[src/hdl/fssc_pkg.sv]
// ---------------------------------------------------------------------------
// fssc_pkg
// shared types and constants of the floppy soft switch controller
// ---------------------------------------------------------------------------
package fssc_pkg;

	localparam int unsigned DRIVES         = 2;
	localparam int unsigned HT_W           = 7;
	localparam int unsigned MAX_HALF_TRACK = 68;
	localparam int unsigned TRACK_W        = 6;
	localparam int unsigned APB_ADDR_W     = 3;
	localparam int unsigned APB_DATA_W     = 32;

	typedef enum logic [1:0] {
		OP_READ  = 2'd0,
		OP_WRITE = 2'd1,
		OP_TICK  = 2'd2
	} op_t;

	// soft switch numbers, low address nibble
	localparam logic [3:0] SW_MOTOR_OFF  = 4'h8;
	localparam logic [3:0] SW_MOTOR_ON   = 4'h9;
	localparam logic [3:0] SW_DRIVE0     = 4'hA;
	localparam logic [3:0] SW_DRIVE1     = 4'hB;
	localparam logic [3:0] SW_STROBE     = 4'hC;
	localparam logic [3:0] SW_LOAD       = 4'hD;
	localparam logic [3:0] SW_READ_MODE  = 4'hE;
	localparam logic [3:0] SW_WRITE_MODE = 4'hF;

	// register index, taken from paddr[2]
	localparam logic REG_FAST_MODE     = 1'b0;
	localparam logic REG_DRIVE_PRESENT = 1'b1;

	localparam logic [7:0] BYTE_IDLE    = 8'hFF;
	localparam logic [7:0] BYTE_PROTECT = 8'h80;

	typedef struct packed {
		logic                  fast_mode;
		logic [DRIVES-1:0]     drive_present;
	} cfg_t;

	typedef struct packed {
		op_t        op;
		logic [3:0] address;
		logic [7:0] write_value;
		logic [7:0] drive_byte;
		logic       protect_bit;
		logic [7:0] noise_byte;
	} req_t;

	typedef struct packed {
		logic [7:0]         read_data;
		logic               seek_valid;
		logic [TRACK_W-1:0] seek_track;
		logic               drive_sel;
		logic               byte_write;
		logic [7:0]         write_byte;
		logic               write_kind;
		logic               advance;
		logic               motor;
	} rsp_t;

endpackage

[src/hdl/fssc_if.sv]
// ---------------------------------------------------------------------------
// fssc request and result channels
// valid/ready channels carrying one request or one result
// ---------------------------------------------------------------------------
interface fssc_req_if;
	logic       valid;
	logic       ready;
	logic [1:0] op;
	logic [3:0] address;
	logic [7:0] write_value;
	logic [7:0] drive_byte;
	logic       protect_bit;
	logic [7:0] noise_byte;

	modport source (
		output valid, op, address, write_value, drive_byte, protect_bit, noise_byte,
		input  ready
	);
	modport sink (
		input  valid, op, address, write_value, drive_byte, protect_bit, noise_byte,
		output ready
	);
endinterface

interface fssc_rsp_if;
	logic       valid;
	logic       ready;
	logic [7:0] read_data;
	logic       seek_valid;
	logic [5:0] seek_track;
	logic       drive_sel;
	logic       byte_write;
	logic [7:0] write_byte;
	logic       write_kind;
	logic       advance;
	logic       motor;

	modport source (
		output valid, read_data, seek_valid, seek_track, drive_sel, byte_write,
		       write_byte, write_kind, advance, motor,
		input  ready
	);
	modport sink (
		input  valid, read_data, seek_valid, seek_track, drive_sel, byte_write,
		       write_byte, write_kind, advance, motor,
		output ready
	);
endinterface

[src/hdl/fssc_apb_regs.sv]
// ---------------------------------------------------------------------------
// fssc_apb_regs
// configuration registers behind an apb-style port
// ---------------------------------------------------------------------------
module fssc_apb_regs
	import fssc_pkg::*;
(
	input  logic                  clk,
	input  logic                  arst_n,
	input  logic                  psel,
	input  logic                  penable,
	input  logic                  pwrite,
	input  logic [APB_ADDR_W-1:0] paddr,
	input  logic [APB_DATA_W-1:0] pwdata,
	output logic [APB_DATA_W-1:0] prdata,
	output logic                  pready,
	output cfg_t                  cfg
);

	logic              fast_mode_q;
	logic [DRIVES-1:0] drive_present_q;
	logic              wr_en;

	assign pready = 1'b1;
	assign wr_en  = psel && penable && pwrite && pready;

	always_ff @(posedge clk or negedge arst_n) begin
		if (!arst_n) begin
			fast_mode_q     <= 1'b1;
			drive_present_q <= '1;
		end else if (wr_en) begin
			unique case (paddr[2])
				REG_FAST_MODE:     fast_mode_q     <= pwdata[0];
				REG_DRIVE_PRESENT: drive_present_q <= pwdata[DRIVES-1:0];
				default: ;
			endcase
		end
	end

	always_comb begin
		prdata = '0;
		unique case (paddr[2])
			REG_FAST_MODE:     prdata[0]          = fast_mode_q;
			REG_DRIVE_PRESENT: prdata[DRIVES-1:0] = drive_present_q;
			default: ;
		endcase
	end

	assign cfg.fast_mode     = fast_mode_q;
	assign cfg.drive_present = drive_present_q;

endmodule

[src/hdl/fssc_engine.sv]
// ---------------------------------------------------------------------------
// fssc_engine
// soft switch decode, head stepper, latches and controller state
// ---------------------------------------------------------------------------
module fssc_engine
	import fssc_pkg::*;
(
	input  logic clk,
	input  logic arst_n,
	input  logic step,
	input  req_t item,
	input  cfg_t cfg,
	output rsp_t result
);

	logic [1:0]      last_phase_q, last_phase_d;
	logic            phase_valid_q, phase_valid_d;
	logic [HT_W-1:0] half_track_q [DRIVES];
	logic [HT_W-1:0] ht_cur, ht_d;
	logic            motor_q, motor_d;
	logic            writing_q, writing_d;
	logic            drive_q, drive_d;
	logic [7:0]      write_latch_q, write_latch_d;
	logic [7:0]      read_latch_q, read_latch_d;
	logic            latch_ready_q, latch_ready_d;

	logic       present;
	logic       strobe;
	logic       moved;
	logic [1:0] phase_n;

	assign present = cfg.drive_present[drive_q];
	assign ht_cur  = half_track_q[drive_q];
	assign phase_n = item.address[2:1];

	always_comb begin
		last_phase_d  = last_phase_q;
		phase_valid_d = phase_valid_q;
		ht_d          = ht_cur;
		motor_d       = motor_q;
		writing_d     = writing_q;
		drive_d       = drive_q;
		write_latch_d = write_latch_q;
		read_latch_d  = read_latch_q;
		latch_ready_d = latch_ready_q;
		strobe        = 1'b0;
		moved         = 1'b0;
		result        = '0;
		result.read_data = BYTE_IDLE;

		unique case (item.op) inside
			OP_READ, OP_WRITE: begin
				if (!item.address[3]) begin
					// odd switches energise a phase
					if (item.address[0]) begin
						if (phase_valid_q) begin
							if (phase_n == last_phase_q - 2'd1) begin
								if (ht_cur != '0) begin
									ht_d  = ht_cur - HT_W'(1);
									moved = 1'b1;
								end
							end else if (phase_n == last_phase_q + 2'd1) begin
								if (ht_cur < HT_W'(MAX_HALF_TRACK)) begin
									ht_d  = ht_cur + HT_W'(1);
									moved = 1'b1;
								end
							end
						end
						last_phase_d  = phase_n;
						phase_valid_d = 1'b1;
					end
				end else if (item.address == SW_DRIVE0 || item.address == SW_DRIVE1) begin
					drive_d = item.address[0];
				end else if (item.op == OP_READ) begin
					case (item.address)
						SW_MOTOR_OFF: motor_d = 1'b0;
						SW_MOTOR_ON:  motor_d = 1'b1;
						SW_STROBE: begin
							if (writing_q) begin
								strobe = 1'b1;
							end else if (!motor_q) begin
								result.read_data = item.noise_byte;
							end else if (cfg.fast_mode) begin
								if (present) begin
									result.read_data = item.drive_byte;
									result.advance   = 1'b1;
								end
							end else if (latch_ready_q) begin
								latch_ready_d    = 1'b0;
								result.read_data = read_latch_q;
							end else begin
								result.read_data = '0;
							end
						end
						SW_READ_MODE: begin
							writing_d = 1'b0;
							if (present) begin
								result.read_data = item.protect_bit ? BYTE_PROTECT : 8'h00;
							end
						end
						SW_WRITE_MODE: writing_d = 1'b1;
						default: ;
					endcase
				end else begin
					case (item.address)
						SW_STROBE: begin
							strobe        = 1'b1;
							write_latch_d = item.write_value;
						end
						SW_LOAD:       write_latch_d = item.write_value;
						SW_READ_MODE:  writing_d     = 1'b0;
						SW_WRITE_MODE: begin
							writing_d     = 1'b1;
							write_latch_d = item.write_value;
						end
						default: ;
					endcase
				end
			end
			OP_TICK: begin
				// syncro mode: byte timer latches the next byte, or advances when writing
				if (!cfg.fast_mode && motor_q) begin
					if (writing_q) begin
						result.advance = present;
					end else begin
						latch_ready_d = 1'b1;
						if (present) begin
							read_latch_d   = item.drive_byte;
							result.advance = 1'b1;
						end else begin
							read_latch_d = BYTE_IDLE;
						end
					end
				end
			end
			default: ;
		endcase

		if (moved && present) begin
			result.seek_valid = 1'b1;
			result.seek_track = ht_d[HT_W-1:1];
		end

		if (strobe && motor_q && present) begin
			result.byte_write = 1'b1;
			result.write_byte = write_latch_q;
			result.write_kind = !cfg.fast_mode;
			result.advance    = cfg.fast_mode;
		end

		result.drive_sel = drive_d;
		result.motor     = motor_d;
	end

	always_ff @(posedge clk or negedge arst_n) begin
		if (!arst_n) begin
			last_phase_q  <= '0;
			phase_valid_q <= 1'b0;
			for (int i = 0; i < DRIVES; i++) begin
				half_track_q[i] <= '0;
			end
			motor_q       <= 1'b0;
			writing_q     <= 1'b0;
			drive_q       <= 1'b0;
			write_latch_q <= '0;
			read_latch_q  <= '0;
			latch_ready_q <= 1'b0;
		end else if (step) begin
			last_phase_q           <= last_phase_d;
			phase_valid_q          <= phase_valid_d;
			half_track_q[drive_q]  <= ht_d;
			motor_q                <= motor_d;
			writing_q              <= writing_d;
			drive_q                <= drive_d;
			write_latch_q          <= write_latch_d;
			read_latch_q           <= read_latch_d;
			latch_ready_q          <= latch_ready_d;
		end
	end

endmodule

[src/hdl/floppy_soft_switch_controller.sv]
// ---------------------------------------------------------------------------
// floppy_soft_switch_controller
// floppy controller decoded as sixteen soft switches
// ---------------------------------------------------------------------------
// a request passes through the input register, then the result register
// throughput: one request per cycle while the result side is not stalled
// a stalled result still lets one more request into the input register
// reset: arst_n clears engine state, valid flags; fast_mode 1, drive_present 3
module floppy_soft_switch_controller
	import fssc_pkg::*;
(
	input  logic                  clk,
	input  logic                  arst_n,
	fssc_req_if.sink              req,
	fssc_rsp_if.source            rsp,
	input  logic                  psel,
	input  logic                  penable,
	input  logic                  pwrite,
	input  logic [APB_ADDR_W-1:0] paddr,
	input  logic [APB_DATA_W-1:0] pwdata,
	output logic [APB_DATA_W-1:0] prdata,
	output logic                  pready
);

	cfg_t cfg;
	req_t item_s1;
	logic valid_s1;
	rsp_t result;
	rsp_t rsp_q;
	logic rsp_valid_q;
	logic out_free;
	logic step;

	fssc_apb_regs u_regs (
		.clk     (clk),
		.arst_n  (arst_n),
		.psel    (psel),
		.penable (penable),
		.pwrite  (pwrite),
		.paddr   (paddr),
		.pwdata  (pwdata),
		.prdata  (prdata),
		.pready  (pready),
		.cfg     (cfg)
	);

	assign out_free  = !rsp_valid_q || rsp.ready;
	assign step      = valid_s1 && out_free;
	assign req.ready = !valid_s1 || out_free;

	always_ff @(posedge clk or negedge arst_n) begin
		if (!arst_n) begin
			valid_s1 <= 1'b0;
		end else if (req.valid && req.ready) begin
			valid_s1 <= 1'b1;
		end else if (step) begin
			valid_s1 <= 1'b0;
		end
	end

	always_ff @(posedge clk) begin
		if (req.valid && req.ready) begin
			item_s1.op          <= op_t'(req.op);
			item_s1.address     <= req.address;
			item_s1.write_value <= req.write_value;
			item_s1.drive_byte  <= req.drive_byte;
			item_s1.protect_bit <= req.protect_bit;
			item_s1.noise_byte  <= req.noise_byte;
		end
	end

	fssc_engine u_engine (
		.clk    (clk),
		.arst_n (arst_n),
		.step   (step),
		.item   (item_s1),
		.cfg    (cfg),
		.result (result)
	);

	always_ff @(posedge clk or negedge arst_n) begin
		if (!arst_n) begin
			rsp_valid_q <= 1'b0;
		end else if (step) begin
			rsp_valid_q <= 1'b1;
		end else if (rsp.ready) begin
			rsp_valid_q <= 1'b0;
		end
	end

	always_ff @(posedge clk) begin
		if (step) begin
			rsp_q <= result;
		end
	end

	assign rsp.valid      = rsp_valid_q;
	assign rsp.read_data  = rsp_q.read_data;
	assign rsp.seek_valid = rsp_q.seek_valid;
	assign rsp.seek_track = rsp_q.seek_track;
	assign rsp.drive_sel  = rsp_q.drive_sel;
	assign rsp.byte_write = rsp_q.byte_write;
	assign rsp.write_byte = rsp_q.write_byte;
	assign rsp.write_kind = rsp_q.write_kind;
	assign rsp.advance    = rsp_q.advance;
	assign rsp.motor      = rsp_q.motor;

endmodule

[src/flat_wrapper.sv]
// flat-port wrapper written by rule: the top's interface ports become plain ports
module floppy_soft_switch_controller_flat import fssc_pkg::*;
  (clk, arst_n, psel, penable, pwrite, paddr, pwdata, prdata, pready, req_valid, req_op, req_address, req_write_value, req_drive_byte, req_protect_bit, req_noise_byte, req_ready, rsp_valid, rsp_read_data, rsp_seek_valid, rsp_seek_track, rsp_drive_sel, rsp_byte_write, rsp_write_byte, rsp_write_kind, rsp_advance, rsp_motor, rsp_ready);
  fssc_req_if req_i ();
  fssc_rsp_if rsp_i ();
  input  logic clk;
  input  logic arst_n;
  input  logic psel;
  input  logic penable;
  input  logic pwrite;
  input  logic [APB_ADDR_W-1:0] paddr;
  input  logic [APB_DATA_W-1:0] pwdata;
  output logic [APB_DATA_W-1:0] prdata;
  output logic pready;
  input wire logic [$bits(req_i.valid)-1:0] req_valid;
  input wire logic [$bits(req_i.op)-1:0] req_op;
  input wire logic [$bits(req_i.address)-1:0] req_address;
  input wire logic [$bits(req_i.write_value)-1:0] req_write_value;
  input wire logic [$bits(req_i.drive_byte)-1:0] req_drive_byte;
  input wire logic [$bits(req_i.protect_bit)-1:0] req_protect_bit;
  input wire logic [$bits(req_i.noise_byte)-1:0] req_noise_byte;
  output wire logic [$bits(req_i.ready)-1:0] req_ready;
  output wire logic [$bits(rsp_i.valid)-1:0] rsp_valid;
  output wire logic [$bits(rsp_i.read_data)-1:0] rsp_read_data;
  output wire logic [$bits(rsp_i.seek_valid)-1:0] rsp_seek_valid;
  output wire logic [$bits(rsp_i.seek_track)-1:0] rsp_seek_track;
  output wire logic [$bits(rsp_i.drive_sel)-1:0] rsp_drive_sel;
  output wire logic [$bits(rsp_i.byte_write)-1:0] rsp_byte_write;
  output wire logic [$bits(rsp_i.write_byte)-1:0] rsp_write_byte;
  output wire logic [$bits(rsp_i.write_kind)-1:0] rsp_write_kind;
  output wire logic [$bits(rsp_i.advance)-1:0] rsp_advance;
  output wire logic [$bits(rsp_i.motor)-1:0] rsp_motor;
  input wire logic [$bits(rsp_i.ready)-1:0] rsp_ready;
  assign req_i.valid = req_valid;
  assign req_i.op = req_op;
  assign req_i.address = req_address;
  assign req_i.write_value = req_write_value;
  assign req_i.drive_byte = req_drive_byte;
  assign req_i.protect_bit = req_protect_bit;
  assign req_i.noise_byte = req_noise_byte;
  assign req_ready = req_i.ready;
  assign rsp_valid = rsp_i.valid;
  assign rsp_read_data = rsp_i.read_data;
  assign rsp_seek_valid = rsp_i.seek_valid;
  assign rsp_seek_track = rsp_i.seek_track;
  assign rsp_drive_sel = rsp_i.drive_sel;
  assign rsp_byte_write = rsp_i.byte_write;
  assign rsp_write_byte = rsp_i.write_byte;
  assign rsp_write_kind = rsp_i.write_kind;
  assign rsp_advance = rsp_i.advance;
  assign rsp_motor = rsp_i.motor;
  assign rsp_i.ready = rsp_ready;
  floppy_soft_switch_controller u_core (.clk(clk), .arst_n(arst_n), .req(req_i), .rsp(rsp_i), .psel(psel), .penable(penable), .pwrite(pwrite), .paddr(paddr), .pwdata(pwdata), .prdata(prdata), .pready(pready));
endmodule
[config.mk]
export PLATFORM = sky130hd
export DESIGN_NAME = floppy_soft_switch_controller_flat
export DESIGN_NICKNAME = d
export VERILOG_FILES = /design/src/hdl/fssc_pkg.sv /design/src/hdl/fssc_if.sv /design/src/hdl/fssc_apb_regs.sv /design/src/hdl/fssc_engine.sv /design/src/hdl/floppy_soft_switch_controller.sv /design/src/flat_wrapper.sv
export SDC_FILE = /design/constraint.sdc
export NUM_CORES = 1
export LEC_CHECK = 0
export BUFFER_PORTS_ARGS = -buffer_cell sky130_fd_sc_hd__buf_2
export CORE_MARGIN = 2
export CORE_UTILIZATION = 53
export DETAILED_ROUTE_END_ITERATION = 6
export GPL_TIMING_DRIVEN = 0
export PLACE_DENSITY_LB_ADDON = 0.12
export RECOVER_POWER = 100
export REMOVE_ABC_BUFFERS = 1
export SYNTH_ARGS = -nofsm -noshare
export SYNTH_HDL_FRONTEND = slang
export SYNTH_HIERARCHICAL = 1
export SYNTH_SLANG_ARGS = --single-unit
[constraint.sdc]
create_clock -name clk -period 3 [get_ports clk]
set_input_delay 0.3 -clock clk [delete_from_list [all_inputs] [get_ports clk]]
set_output_delay 0.3 -clock clk [all_outputs]
set_load 0.1 [all_outputs]
==> impl_metrics.ini <==
[setup_path]
path_cells = mux2_1 -> inv_1 -> ha_1 -> and2_2 -> a21oi_4 -> o221ai_2 -> nor3_1
cp.arrival_ns = 2.82
endpoint_kind = flop
crit_path_start_kind = flop
setup.worst_path.class = flop to flop
crit_slowest_cell = dfrtp_2
critical_path_buf_inv_count = 1
critical_path.top_delay_family = flip-flops
critPathMaxFanout = 30
crit_required_ns = 3.10
slowest_delay_ns = 0.77

[cells_and_area]
final_area_um2 = 5440
multi_input_area_um2 = 1930
area_growth_syn_to_layout_pct = 8.23
drive_above_1_share_pct = 21.3
nets = 551
fillers = 788
seq_area_um2 = 2830
num_antenna_cells = 0

[logic_synthesis]
synth_area_leaders = edfxtp_1, dfrtp_1, buf_4
synth_most_common_cell = edfxtp_1
synth_commonest_cells = edfxtp_1, dfrtp_1, buf_4, nor2_1, o21ai_0
ys_seq_area_share_pct = 56.2
synth_top_area_share_pct = 35.2
avgSynthCellArea_um2 = 12.2
ys_seq_elements = 101
synthArstFlopShare_pct = 41.6
synthCells = 411
synth_flop_cell = edfxtp_1
ys_types = 75
synth_edf_count = 59
synth_area_leader_cell = edfxtp_1
netlist_area_um2 = 5030
yosys_warnings = 6

[worst_hold_path]
hp-class = input port to flop

[global_routing]
grt_pass1_vias = 3195
grt_use_total_pct = 20.1
antenna_found_initial = 0
grt_max_degree = 43
grt_overflow_total = 0
grt_pass1_wl_um = 15900

[timing]
setup_viol = 0
fmax_mhz = 367
fin_crit_ns = 2.72
final.setup_skew_ns = 0.0145
fin_crit_sh_pct = 90.8
maxSlewHeadroom_pct = -62.0
hold_viol = 0
worst_pin_slew_ns = 2.43
setup_tns_ns = 0
rsz0062_at_grt = no
maxSlewViolCount = 75

[pwr]
swShare_pct = 42.7
p_comb_share_pct = 36.5
power_density_nw_per_um2 = 834
seqPwrFrac_pct = 45.7
netSwitchingPower_mw = 1.94
p_int_mw = 2.60
leakagePower_nw = 2.06
power_frac_clock_pct = 17.8
ir_worst_vdd_v = 0.000373

[floorplan]
die_h_um = 101
die-area_um2 = 10300
die_w_um = 101
coreArea_um2 = 9240
start_util_pct = 54.4
rows = 35
top_level_ports = 136

[cts]
cts_buffers = 9
cts_tree = yes
cts_buffer_depth = 2
clkTransAtPathRegs_ns = 0.11
clk-insertion-delay-late_ns = 0.37
root_buffer = clkbuf_8
cts.sinks = 101
htree_levels = 3
postCtsHoldBufs = 0
cts_setup_buffers = 0

[routing]
wirelength_um = 9770
drc = 0
avgRoutedWirePerCell_um = 16.0
via_per_inst = 5.43
drt_iter0_drc = 179
drtAntennaViolNets = 0
drtPass1Iterations = 4
dr_total_vias = 3307

[placement]
placed_area_um2 = 5340
finalWeightedCongestion = 0.896
port_buffers = 72
dpl.hpwl_um = 6660

[run_status]
status = finished, violations left
violations = capacitance limit, slew limit

[run]
maxCapViolations = 2
[power by group through the flow]
stage               clock, mW  combinational (mW)  sequential (mW)
floorplan                   0                1.23             2.18
global placement            0                1.67             2.08
detailed placement          0                1.70             2.10
CTS                     0.836                1.70             2.07
global route            0.881                1.82             2.13
finish                  0.810                1.66             2.07
[stage by stage]
stage	power [mW]	util [%]	cells	setup slack, ns	hold slack, ns
2_1_floorplan	3.41	-	392	-0.0470	0.00441
3_3_place_gp	3.75	57.8	593	-0.345	0.458
3_5_place_dp	3.80	57.8	593	-0.237	0.466
4_1_cts	4.61	59.8	609	0.130	0.0849
5_1_grt	4.83	58.9	609	0.0665	0.0809
6_report	4.54	58.9	609	0.277	0.0955
[placed cells by master (no fill, tap or decap), types with 4 or more instances in the layout]
| cell | Yosys | routed |
|---|---|---|
| and2_0 | 0 | 5 |
| clkbuf_1 | 8 | 33 |
| dfrtp_1 | 39 | 38 |
| mux2i_1 | 9 | 8 |
| o31ai_1 | 4 | 4 |
| nor3b_1 | 4 | 4 |
| buf_2 | 3 | 39 |
| o21ai_0 | 24 | 25 |
| nand2b_1 | 9 | 9 |
| a21oi_1 | 16 | 16 |
| conb_1 | 2 | 31 |
| a31oi_1 | 8 | 8 |
| mux2_2 | 20 | 18 |
| nor2_1 | 27 | 27 |
| and2_1 | 11 | 6 |
| nor3_1 | 6 | 7 |
| a211oi_1 | 14 | 15 |
| nand2_1 | 23 | 23 |
| edfxtp_1 | 59 | 59 |
| inv_1 | 6 | 6 |
| clkbuf_8 | 0 | 9 |
| nand3b_1 | 4 | 4 |
[state kept, by name, summed over array words and instances (netlist names), 6 cells and up]
register / cells
u_core/rsp.read_data: 8
u_core/u_engine/write_latch_q: 8
u_core/u_engine/read_latch_q: 8
u_core/rsp.write_byte: 8
u_core/item_s1: 31
u_core/u_engine/half_track_q: 14
u_core/rsp.seek_track: 6
[cell families (layout without fill, tap and decap cells)]
| logic type | Yosys count | in the layout | synth area share (%) |
|---|---|---|---|
| buf+inv | 54 | 94 | 6.87 |
| simple gates | 115 | 115 | 13.1 |
| other cells | 2 | 31 | 0.149 |
| fa+ha+maj | 3 | 3 | 0.746 |
| flops | 101 | 101 | 56.2 |
| compound gates | 97 | 97 | 14.1 |
| xor+xnor | 5 | 5 | 1.02 |
| mux | 34 | 34 | 7.79 |
[worst reg2reg max path, stage by stage, from the launching register on]
cell,delay [ns]
dfrtp_2,0.77
mux2_1,0.43
inv_1,0.11
ha_1,0.22
and2_2,0.22
a21oi_4,0.11
o221ai_2,0.47
nor3_1,0.14
[final timing paths]
kind | start | endpoint | slack, ns | cells after the start
max | u_core/u_engine/drive_q$_DFFE_PN0P_ | u_core/rsp.seek_track[0]$_DFFE_PP_ | 0.28 | 7
min | req_drive_byte[4] | u_core/item_s1[13]$_DFFE_PP_ | 0.1 | 1
max reg2reg | u_core/u_engine/drive_q$_DFFE_PN0P_ | u_core/rsp.seek_track[0]$_DFFE_PP_ | 0.28 | 7
min reg2reg | u_core/item_s1[17]$_DFFE_PP_ | u_core/u_engine/write_latch_q[0]$_DFFE_PN0P_ | 0.48 | 1
max in group asynchronous | arst_n | u_core/u_engine/drive_q$_DFFE_PN0P_ | 0.78 | 1
min in group asynchronous | arst_n | u_core/u_engine/half_track_q[10]$_DFFE_PN0P_ | 0.67 | 1
[final cells by class]
| class | instances | share of cell area (%) |
|---|---|---|
| clock buffer | 10 | 2.34 |
| clock inverter | 6 | 1.03 |
| inverter | 6 | 0.414 |
| multi-input combinational | 285 | 35.4 |
| sequential | 101 | 51.9 |
| tap | 129 | 2.96 |
| timing repair buffer | 72 | 5.88 |
[per-layer routing]
layer / wire length, µm / part of all wire [%] / GRT usage [%]
met2: 4970 / 51 / 34.0
met3: 465 / 4.8 / 3.24
met5: 0 / 0 / 0
met1: 4170 / 43 / 26.0
met4: 159 / 1.6 / 8.11
[timing repair]
action                     4_1_cts  5_1_grt
setup endpoints to repair       24        1
hold endpoints to repair         0        0
pin swaps                        0        0
resized for setup                1        1
(Power assumes the default switching activity.)
